$ cat src/sv/thfd_pkg.sv
// Shared types, constants and CRC helper for the temperature/humidity frame decoder.
`default_nettype none
package thfd_pkg;

  localparam int FRAME_W    = 48;
  localparam int WORD_W     = 16;
  localparam int GAIN_W     = 17;
  localparam int OFFSET_W   = 15;
  localparam int TEMP_W     = 16;
  localparam int HUM_W      = 14;
  localparam int CFG_DATA_W = 17;
  localparam int CFG_IDX_W  = 1;

  localparam logic [GAIN_W-1:0]          GAIN_RESET   = 17'd66978;
  localparam logic signed [OFFSET_W-1:0] OFFSET_RESET = -15'sd408;

  localparam logic [CFG_IDX_W-1:0] REG_CAL_GAIN   = 1'b0;
  localparam logic [CFG_IDX_W-1:0] REG_CAL_OFFSET = 1'b1;

  localparam logic [7:0] CRC_POLY = 8'h31;
  localparam logic [7:0] CRC_INIT = 8'hFF;

  localparam logic [14:0] T_SCALE  = 15'd17500;
  localparam logic [13:0] H_SCALE  = 14'd12500;
  localparam logic [16:0] DIV_CONST = 17'd65535;
  localparam logic signed [15:0] T_BASE = 16'sd4500;
  localparam logic [13:0] H_BASE   = 14'd600;
  localparam logic [13:0] H_MAX    = 14'd10000;

  localparam int QUEUE_DEPTH_DEFAULT = 2;

  typedef struct packed {
    logic [WORD_W-1:0] t_word;
    logic [WORD_W-1:0] h_word;
    logic              t_ok;
    logic              h_ok;
  } frame_info_t;

  // One byte of CRC-8, MSB first.
  function automatic logic [7:0] crc8_byte(input logic [7:0] crc_in, input logic [7:0] data);
    logic [7:0] c;
    c = crc_in ^ data;
    for (int b = 0; b < 8; b++) begin
      if (c[7]) begin
        c = {c[6:0], 1'b0} ^ CRC_POLY;
      end else begin
        c = {c[6:0], 1'b0};
      end
    end
    return c;
  endfunction

endpackage
`default_nettype wire

$ cat src/sv/thfd_front.sv
// Front end: accepts a frame and checks both word CRCs, one byte per cycle while the queue is not full.
`default_nettype none
module thfd_front
  import thfd_pkg::*;
(
  input  wire logic               clk,
  input  wire logic               rst,
  input  wire logic               in_valid,
  output logic                    in_stall,
  input  wire logic [FRAME_W-1:0] response_frame,
  output logic                    push,
  output frame_info_t             push_data,
  input  wire logic               q_full
);

  typedef enum logic {F_IDLE, F_BYTE1} fstate_t;

  fstate_t              state;
  logic [FRAME_W-1:0]   frame;
  logic [7:0]           crc_t;
  logic [7:0]           crc_h;
  logic [7:0]           crc_t_fin;
  logic [7:0]           crc_h_fin;

  assign in_stall = (state != F_IDLE);

  always_comb begin
    crc_t_fin        = crc8_byte(crc_t, frame[39:32]);
    crc_h_fin        = crc8_byte(crc_h, frame[15:8]);
    push_data.t_word = frame[47:32];
    push_data.h_word = frame[23:8];
    push_data.t_ok   = (crc_t_fin == frame[31:24]);
    push_data.h_ok   = (crc_h_fin == frame[7:0]);
    push             = (state == F_BYTE1) && !q_full;
  end

  always_ff @(posedge clk) begin
    if (rst) begin
      state <= F_IDLE;
    end else begin
      case (state)
        F_IDLE: begin
          if (in_valid) begin
            frame <= response_frame;
            crc_t <= crc8_byte(CRC_INIT, response_frame[47:40]);
            crc_h <= crc8_byte(CRC_INIT, response_frame[23:16]);
            state <= F_BYTE1;
          end
        end
        F_BYTE1: begin
          if (!q_full) begin
            state <= F_IDLE;
          end
        end
        default: state <= F_IDLE;
      endcase
    end
  end

endmodule
`default_nettype wire

$ cat src/sv/thfd_queue.sv
// Small FIFO of checked frames between front end and conversion back end.
`default_nettype none
module thfd_queue
  import thfd_pkg::*;
#(
  parameter int DEPTH = QUEUE_DEPTH_DEFAULT
) (
  input  wire logic  clk,
  input  wire logic  rst,
  input  wire logic  push,
  input  wire frame_info_t push_data,
  output logic       full,
  input  wire logic  pop,
  output logic       empty,
  output frame_info_t head
);

  localparam int PTR_W = (DEPTH > 1) ? $clog2(DEPTH) : 1;
  localparam int CNT_W = $clog2(DEPTH + 1);

  frame_info_t      mem [DEPTH];
  logic [PTR_W-1:0] wr_ptr;
  logic [PTR_W-1:0] rd_ptr;
  logic [CNT_W-1:0] count;

  assign full  = (count == CNT_W'(DEPTH));
  assign empty = (count == '0);
  assign head  = mem[rd_ptr];

  always_ff @(posedge clk) begin
    if (push && !full) begin
      mem[wr_ptr] <= push_data;
    end
  end

  always_ff @(posedge clk) begin
    if (rst) begin
      wr_ptr <= '0;
      rd_ptr <= '0;
      count  <= '0;
    end else begin
      if (push && !full) begin
        wr_ptr <= (wr_ptr == PTR_W'(DEPTH - 1)) ? '0 : wr_ptr + 1'b1;
      end
      if (pop && !empty) begin
        rd_ptr <= (rd_ptr == PTR_W'(DEPTH - 1)) ? '0 : rd_ptr + 1'b1;
      end
      if ((push && !full) && !(pop && !empty)) begin
        count <= count + 1'b1;
      end else if (!(push && !full) && (pop && !empty)) begin
        count <= count - 1'b1;
      end
    end
  end

endmodule
`default_nettype wire

$ cat src/sv/thfd_back.sv
// Back end: scales, calibrates and clamps the words, keeps last good values, drives results.
`default_nettype none
module thfd_back
  import thfd_pkg::*;
(
  input  wire logic                  clk,
  input  wire logic                  rst,
  input  wire logic                  cfg_write,
  input  wire logic [CFG_IDX_W-1:0]  cfg_index,
  input  wire logic [CFG_DATA_W-1:0] cfg_data,
  input  wire logic                  q_empty,
  input  wire frame_info_t           q_head,
  output logic                       pop,
  output logic                       out_valid,
  input  wire logic                  out_stall,
  output logic signed [TEMP_W-1:0]   temperature_centi,
  output logic [HUM_W-1:0]           humidity_centi,
  output logic                       temp_available,
  output logic                       temp_crc_ok,
  output logic                       hum_crc_ok,
  output logic                       status
);

  typedef enum logic [1:0] {B_IDLE, B_DIV, B_MUL, B_DONE} bstate_t;

  bstate_t                      state;
  logic [GAIN_W-1:0]            cal_gain;
  logic signed [OFFSET_W-1:0]   cal_offset;

  logic                         t_ok;
  logic                         h_ok;
  logic [30:0]                  prod_t;
  logic [29:0]                  prod_h;
  logic signed [15:0]           base_t;
  logic [HUM_W-1:0]             rh;
  logic signed [33:0]           prod_g;

  logic signed [TEMP_W-1:0]     last_temperature;
  logic [HUM_W-1:0]             last_humidity;
  logic                         temp_seen;

  logic [14:0]                  q0_t;
  logic [16:0]                  rsum_t;
  logic [14:0]                  qt;
  logic [13:0]                  q0_h;
  logic [16:0]                  rsum_h;
  logic [13:0]                  qh;
  logic signed [15:0]           base_next;
  logic [HUM_W-1:0]             rh_next;
  logic signed [17:0]           shifted;
  logic signed [18:0]           sum_t;
  logic signed [TEMP_W-1:0]     temp_sat;
  logic signed [TEMP_W-1:0]     temp_new;
  logic [HUM_W-1:0]             hum_new;
  logic                         load;

  // x/65535: split x = 65536*q0 + l, remainder q0 + l stays below 2*65535
  always_comb begin
    q0_t   = prod_t[30:16];
    rsum_t = {2'b00, q0_t} + {1'b0, prod_t[15:0]};
    qt     = q0_t + 15'(rsum_t >= DIV_CONST);
    q0_h   = prod_h[29:16];
    rsum_h = {3'b000, q0_h} + {1'b0, prod_h[15:0]};
    qh     = q0_h + 14'(rsum_h >= DIV_CONST);

    base_next = $signed({1'b0, qt}) - T_BASE;
    if (qh < H_BASE) begin
      rh_next = '0;
    end else if (qh - H_BASE > H_MAX) begin
      rh_next = H_MAX;
    end else begin
      rh_next = qh - H_BASE;
    end

    // arithmetic shift gives the floor
    shifted = prod_g[33:16];
    sum_t   = {shifted[17], shifted} + {{4{cal_offset[OFFSET_W-1]}}, cal_offset};
    if (sum_t > 19'sd32767) begin
      temp_sat = 16'sh7FFF;
    end else if (sum_t < -19'sd32768) begin
      temp_sat = 16'sh8000;
    end else begin
      temp_sat = sum_t[15:0];
    end

    temp_new = t_ok ? temp_sat : last_temperature;
    hum_new  = h_ok ? rh : last_humidity;
    pop      = (state == B_IDLE) && !q_empty;
    load     = (state == B_DONE) && (!out_valid || !out_stall);
  end

  always_ff @(posedge clk) begin
    if (rst) begin
      cal_gain   <= GAIN_RESET;
      cal_offset <= OFFSET_RESET;
    end else if (cfg_write) begin
      case (cfg_index)
        REG_CAL_GAIN:   cal_gain   <= cfg_data;
        REG_CAL_OFFSET: cal_offset <= cfg_data[OFFSET_W-1:0];
        default: ;
      endcase
    end
  end

  always_ff @(posedge clk) begin
    if (rst) begin
      state            <= B_IDLE;
      out_valid        <= 1'b0;
      last_temperature <= '0;
      last_humidity    <= '0;
      temp_seen        <= 1'b0;
    end else begin
      if (out_valid && !out_stall) begin
        out_valid <= 1'b0;
      end
      case (state)
        B_IDLE: begin
          if (!q_empty) begin
            t_ok   <= q_head.t_ok;
            h_ok   <= q_head.h_ok;
            prod_t <= 31'(T_SCALE) * 31'(q_head.t_word);
            prod_h <= 30'(H_SCALE) * 30'(q_head.h_word);
            state  <= B_DIV;
          end
        end
        B_DIV: begin
          base_t <= base_next;
          rh     <= rh_next;
          state  <= B_MUL;
        end
        B_MUL: begin
          prod_g <= base_t * $signed({1'b0, cal_gain});
          state  <= B_DONE;
        end
        B_DONE: begin
          if (load) begin
            last_temperature  <= temp_new;
            last_humidity     <= hum_new;
            temp_seen         <= temp_seen | t_ok;
            temperature_centi <= temp_new;
            humidity_centi    <= hum_new;
            temp_available    <= temp_seen | t_ok;
            temp_crc_ok       <= t_ok;
            hum_crc_ok        <= h_ok;
            status            <= !(t_ok && h_ok);
            out_valid         <= 1'b1;
            state             <= B_IDLE;
          end
        end
        default: state <= B_IDLE;
      endcase
    end
  end

endmodule
`default_nettype wire

$ cat src/sv/temp_humidity_frame_decoder_top.sv
// The back end's four-step sequencer (scale multiply, divide by 65535, gain multiply,
// offset and saturate) finishes each frame before it pops the next, and out_stall can hold it.
// The front end checks one CRC byte per cycle while the queue is not full and runs
// ahead through the queue. Reset clears stored readings, the sticky flag and the queue,
// and loads cal_gain 66978 and cal_offset -408.
`default_nettype none
module temp_humidity_frame_decoder_top
  import thfd_pkg::*;
#(
  parameter int QUEUE_DEPTH = QUEUE_DEPTH_DEFAULT
) (
  input  wire logic                  clk,
  input  wire logic                  rst,
  input  wire logic                  cfg_write,
  input  wire logic [CFG_IDX_W-1:0]  cfg_index,
  input  wire logic [CFG_DATA_W-1:0] cfg_data,
  input  wire logic                  in_valid,
  output logic                       in_stall,
  input  wire logic [FRAME_W-1:0]    response_frame,
  output logic                       out_valid,
  input  wire logic                  out_stall,
  output logic signed [TEMP_W-1:0]   temperature_centi,
  output logic [HUM_W-1:0]           humidity_centi,
  output logic                       temp_available,
  output logic                       temp_crc_ok,
  output logic                       hum_crc_ok,
  output logic                       status
);

  logic        push;
  frame_info_t push_data;
  logic        q_full;
  logic        q_empty;
  logic        pop;
  frame_info_t q_head;

  thfd_front u_front (
    .clk            (clk),
    .rst            (rst),
    .in_valid       (in_valid),
    .in_stall       (in_stall),
    .response_frame (response_frame),
    .push           (push),
    .push_data      (push_data),
    .q_full         (q_full)
  );

  thfd_queue #(
    .DEPTH (QUEUE_DEPTH)
  ) u_queue (
    .clk       (clk),
    .rst       (rst),
    .push      (push),
    .push_data (push_data),
    .full      (q_full),
    .pop       (pop),
    .empty     (q_empty),
    .head      (q_head)
  );

  thfd_back u_back (
    .clk               (clk),
    .rst               (rst),
    .cfg_write         (cfg_write),
    .cfg_index         (cfg_index),
    .cfg_data          (cfg_data),
    .q_empty           (q_empty),
    .q_head            (q_head),
    .pop               (pop),
    .out_valid         (out_valid),
    .out_stall         (out_stall),
    .temperature_centi (temperature_centi),
    .humidity_centi    (humidity_centi),
    .temp_available    (temp_available),
    .temp_crc_ok       (temp_crc_ok),
    .hum_crc_ok        (hum_crc_ok),
    .status            (status)
  );

endmodule
`default_nettype wire
$ cat config.mk
export PLATFORM = sky130hd
export DESIGN_NAME = temp_humidity_frame_decoder_top
export DESIGN_NICKNAME = d
export VERILOG_FILES = /design/src/sv/thfd_pkg.sv /design/src/sv/thfd_front.sv /design/src/sv/thfd_queue.sv /design/src/sv/thfd_back.sv /design/src/sv/temp_humidity_frame_decoder_top.sv
export SDC_FILE = /design/constraint.sdc
export NUM_CORES = 2
export LEC_CHECK = 0
export BUFFER_PORTS_ARGS = -buffer_cell sky130_fd_sc_hd__buf_2
export CORE_MARGIN = 2
export CORE_UTILIZATION = 59
export CTS_BUF_LIST = sky130_fd_sc_hd__clkbuf_8
export CTS_CLUSTER_DIAMETER = 60
export DETAILED_ROUTE_END_ITERATION = 6
export PLACE_DENSITY_LB_ADDON = 0.3
export SLEW_MARGIN = 0
export SYNTH_ARGS = -nofsm -noshare
export SYNTH_HDL_FRONTEND = slang
export SYNTH_HIERARCHICAL = 1
export SYNTH_SLANG_ARGS = --single-unit
$ cat constraint.sdc
create_clock -name clk -period 6.45 [get_ports clk]
set_input_delay 1.29 -clock clk [delete_from_list [all_inputs] [get_ports clk]]
set_output_delay 1.29 -clock clk [all_outputs]
set_load 0.01 [all_outputs]
* Yosys cells after proc, flatten, opt, wreduce, memory -nomap -nowiden *
Memory sizes are Yosys's and may differ from the RTL's. A register that Yosys moved wholly into a read port is not among the register bits.
Cells that the tools add are included.
Widths: inputs -> output; s select.

word-level totals
  bits in registers = 292
  bits in latches = 0
  RAM bits = 68
  ROM bits = 0
  input port bits = 71
  output and inout bits = 36
  word-level logic and storage cells = 226
  memories kept = 1

memory list
  memory       words  width  read ports  clocked after Yosys merged registers in  wr ports  RTL line          RTL
  u_queue.mem  2      34     1           1                                        1         thfd_queue.sv:21  frame_info_t mem [DEPTH];

operators by class
  $add $sub $neg = 11
  $mul = 3
  div/mod/pow operators = 0
  $lt $le $gt $ge = 6
  equality and inequality tests = 8
  shifts and indexed selects = 0
  mux-type cells = 96
  bitwise operators = 41
  reduce and logical (&&, ||, !) cells = 30

operator list
  cell                    count
  $mux 8                  42
  $mux 6                  32
  $not 3->3               32
  $mux 16                 3
  $ge 17x16->1 const B    2
  $mul 16x18->34          1
  $mul 13x16->29 const A  1
  $mul 12x16->28 const A  1
  $mux 14                 2
  $add 18x15->19          1
  $gt 19x16->1 const B    1
  $lt 19x16->1 const B    1
  $add 14x16->17          1
  $add 15x16->17          1
  $eq 8x8->1              2
  $not 8->8               2
  $sub 15x13->16 const B  1
  $xor 8x8->8             2
  $add 15x1->15           1
  $add 14x1->14           1
  $gt 14x14->1 const B    1
  $lt 14x10->1 const B    1
  $sub 14x10->14 const B  1
  $reduce_and 2->1        6
  20 further kinds        56

* Depth between registers and ports, before layout *
  depth after elaboration = 38
  depth in mapped cells = 28
  depth with buffers taken out = 27

* Hierarchy *
Netlist, hierarchy kept.

by module, submodules not included
  module      instances  cells an instance  area each (um^2)  sequential area each (um^2)
  thfd_back   1          2616               25325.5           5555.3
  thfd_front  1          189                3046.7            1941.9
  thfd_queue  1          131                2662.6            2142.1

* Worst setup path before layout *
OpenSTA, ideal clock, no wires.

  path kind = register to register
  from = reg u_back.base_t[6]
  to = reg u_back.prod_g[32] (data pin)
  setup time = 0.258 ns
  data arrival time = 6.273 ns
  required time = 6.192 ns
  path slack = -0.080 ns
  cell stages (with the launch flop) = 26
  path buffers = 2
  clock period less this slack = 6.530 ns
  cell sequence = edfxtp_1 > clkbuf_1 > clkbuf_1 > nand2_1 > fa_1 > inv_1 > fa_1 > inv_1 > fa_1 > inv_1 > fa_1 > inv_1 > fa_1 > inv_1 > fa_1 > ha_1 > and3_1 > and4_1 > a41o_1 > a211oi_1 > nor3_1 > o41a_1 > a41oi_1 > nand2b_1 > a21oi_1 > xnor2_1

on the way
  cells in the longest elaborated chain, start to end = 1

RTL lines
  element                 RTL line          RTL
  from (decl)             thfd_back.sv:34   logic signed [15:0] base_t;
  from (signal assigned)  thfd_back.sv:127  base_t <= base_next;
  $mul 16x18->34          thfd_back.sv:132  prod_g <= base_t * $signed({1'b0, cal_gain});
  to (signal assigned)    thfd_back.sv:132
  to (decl)               thfd_back.sv:36   logic signed [33:0] prod_g;

No other way between the ends.
A chain may end at the register's enable or synchronous reset.

* Worst setup path after layout *
Same ends and word-level chain as after synthesis.

==> flow_summary.ini <==
[status]
status = finished, final reports clean

[clocking]
clock_tree.root_cell = clkbuf_8
clkSinkCount = 345
insertion_delay_ns = 0.65
cts.hold.buffers_added = 0
cts_buffer_depth = 3
htreeDepth = 2
cts_tree = yes
clk_pin_slew_worst_paths_ns = 0.06
cts_buffers = 55

[floorplan]
rows = 84
die_w_um = 233
initial_core_util_pct = 59.4
core-area_mm2 = 0.0522
die_h_um = 233
top_level_ports = 107
die_area_mm2 = 0.0545

[setup_path]
slowest_stage = fa_1
cp-start-kind = flop
rr_endpoint = u_back/prod_g[32]$_DFFE_PP_
path_buf_inv = 7
worstPathRequired_ns = 6.83
criticalPathCategory = flop to flop
cp_top_family = adder cells
cp_data_arrival_time_ns = 6.73
reg2reg_from = u_back/base_t[6]$_DFFE_PP_
rr_worst_depth = 25
rrSetupSlack_ns = 0.1
cp_common_cell = fa_1
crit_start = u_back/base_t[6]$_DFFE_PP_
max_stage_delay_ns = 0.54
critPathCaptureType = flop
worstPathMaxFanout = 3

[sta]
max_freq_ghz = 0.157
skew_ns = 0.0299
period_minus_slack_ns = 6.35
finalCritPeriodShare_pct = 98.5
tightestPinTransition_ns = 1.12
hold_viol = 0
setup_viol = 0
relSlewSlack_pct = 25.4
whs_ns = 0.439
drv_slew = 0
grt_setup_unrepaired = yes

[hold_path]
hold-path-cell-count = 2
min_to = u_back/last_temperature[14]$_SDFFE_PP0P_
hp-class = flop to flop
min-delay-start = u_back/last_temperature[14]$_SDFFE_PP0P_

[placed_design]
place.gp.congestion = 0.941
dp_hpwl_um = 51000
dp.cells = 3707
place_area_mm2 = 0.0326
port_buffers = 106

[detailed_routing]
dr.pass1.iters = 5
wl_per_cell_um = 16.5
remaining_drc_errors = 0
vias = 20700
antenna_violating_nets_post_route = 0
wl_um = 63400
drtIter0Drc = 1068
vias_per_cell = 5.40

[finish]
final_nets = 3848
final_layout_size_suffix_gt1_share_pct = 14.2
final_area_mm2 = 0.0342
multiInputGateArea_mm2 = 0.0192
final_core_util_pct = 65.4
seq_area_mm2 = 0.00965
final_cell_mix = 502 x inv_1, 370 x ha_1, 288 x fa_1
fillCellCount = 3989
syn_to_final_growth_pct = 10.1
stdcell_count = 3838
final_common_cell = inv_1

[logic_synthesis]
ys_seq_elements = 345
seq_area_frac_synth_pct = 31.1
synth_edf_count = 273
synthArstFlopShare_pct = 0
synthesis.nets = 3681
syn-instance-count = 2936
synth.yosys.warnings = 6
avgSynthCellArea_um2 = 10.6
synth_ff_type = edfxtp_1
syn-cell-area_mm2 = 0.0310
yosysUniqueCellTypes = 83

[global_routing]
grt_overflow_total = 0
grt.total_usage_pct = 23.9
antenna_found_initial = 1
grt_max_degree = 65
grt_pass1_vias = 21800
grt_pass1_wl_um = 105000

[flow_run]
cap_violations = 0
-- synthesized netlist by cell type, drive strengths merged (61+ instances only) --
master	count	area, um2
clkbuf	73	275
o21ai	61	305
nor2	110	413
nand2	283	1060
inv	485	1820
fa	299	5990
dfxtp	72	1440
ha	375	4690
edfxtp	273	8200
xnor2	141	1290
and2	112	701
a21oi	123	619
-- worst min-delay path, stage by stage, from the launching register on --
cell	delay [ns]
dfxtp_1	0.31
nand2_1	0.05
nand2_1	0.04
-- layer usage --
layer / GRT usage [%] / routed length (um) / vias to the layer above
met1: 30.4 / 27300 / 10100
li1: - / - / 9974
met3: 3.19 / 2850 / 100
met5: 0 / 0 / -
met4: 7.38 / 1630 / 0
met2: 42.3 / 31600 / 524
-- registers in the layout, indices dropped and copies added, names as in the netlist, 2 cells and up, named ones only --
name,cells
u_back/base_t,16
u_back/cal_gain,17
u_back/cal_offset,15
u_back/humidity_centi,14
u_back/last_humidity,14
u_back/last_temperature,16
u_back/prod_g,18
u_back/prod_h,28
u_back/prod_t,29
u_back/rh,14
u_back/state,2
u_back/temperature_centi,16
u_front/crc_h,8
u_front/crc_t,8
u_front/frame,48
u_queue/count,2
u_queue/mem,68
-- cells by family after synthesis --
| family | after synthesis | synth area share [%] |
|---|---|---|
| AOI/OAI and AO/OA | 336 | 7.05 |
| xor gates and xnor gates | 206 | 6.21 |
| adders and majority gates | 675 | 34.4 |
| buffers and inverters | 607 | 7.86 |
| DFF | 345 | 31.1 |
| muxes | 69 | 2.42 |
| and+or+nand+nor | 698 | 11.0 |
-- final cells by class --
type / instances / share of cell area, %
clock inverter: 39 / 0.809
antenna: 1 / 0.00732
clock buffer: 64 / 2.58
tap: 688 / 2.52
inverter: 485 / 5.33
multi-input combinational: 1984 / 56.0
timing repair buffer: 232 / 4.52
sequential: 345 / 28.2
-- through the flow --
stage          setup TNS (ns)  worst slack (ns)
3_5_place_dp            -1.04            -0.358
3_3_place_gp           -0.441            -0.215
5_1_grt                -0.288            -0.131
6_report                    0            0.0970
2_1_floorplan               0            0.0116
4_1_cts                     0           0.00260
-- worst max path at each step --
stage	to	slack, ns	cells past startpoint
2_1_floorplan	u_back/prod_g[32]$_DFFE_PP_	0.01	25
3_3_place_gp	u_back/prod_g[32]$_DFFE_PP_	-0.22	23
3_5_place_dp	u_back/prod_g[32]$_DFFE_PP_	-0.36	24
4_1_cts	u_back/prod_g[30]$_DFFE_PP_	0.003	25
5_1_grt	u_back/prod_g[32]$_DFFE_PP_	-0.13	26
6_report	u_back/prod_g[32]$_DFFE_PP_	0.1	25
-- timing repair --
action,CTS,global route
setup endpoints to repair,6,16
pin swaps,16,39
buffers inserted,9,18
resized for setup,25,42
Power is left out: the tool's default activity adds up to more than one toggle a clock period on the data nets, which glitch-free logic cannot reach.
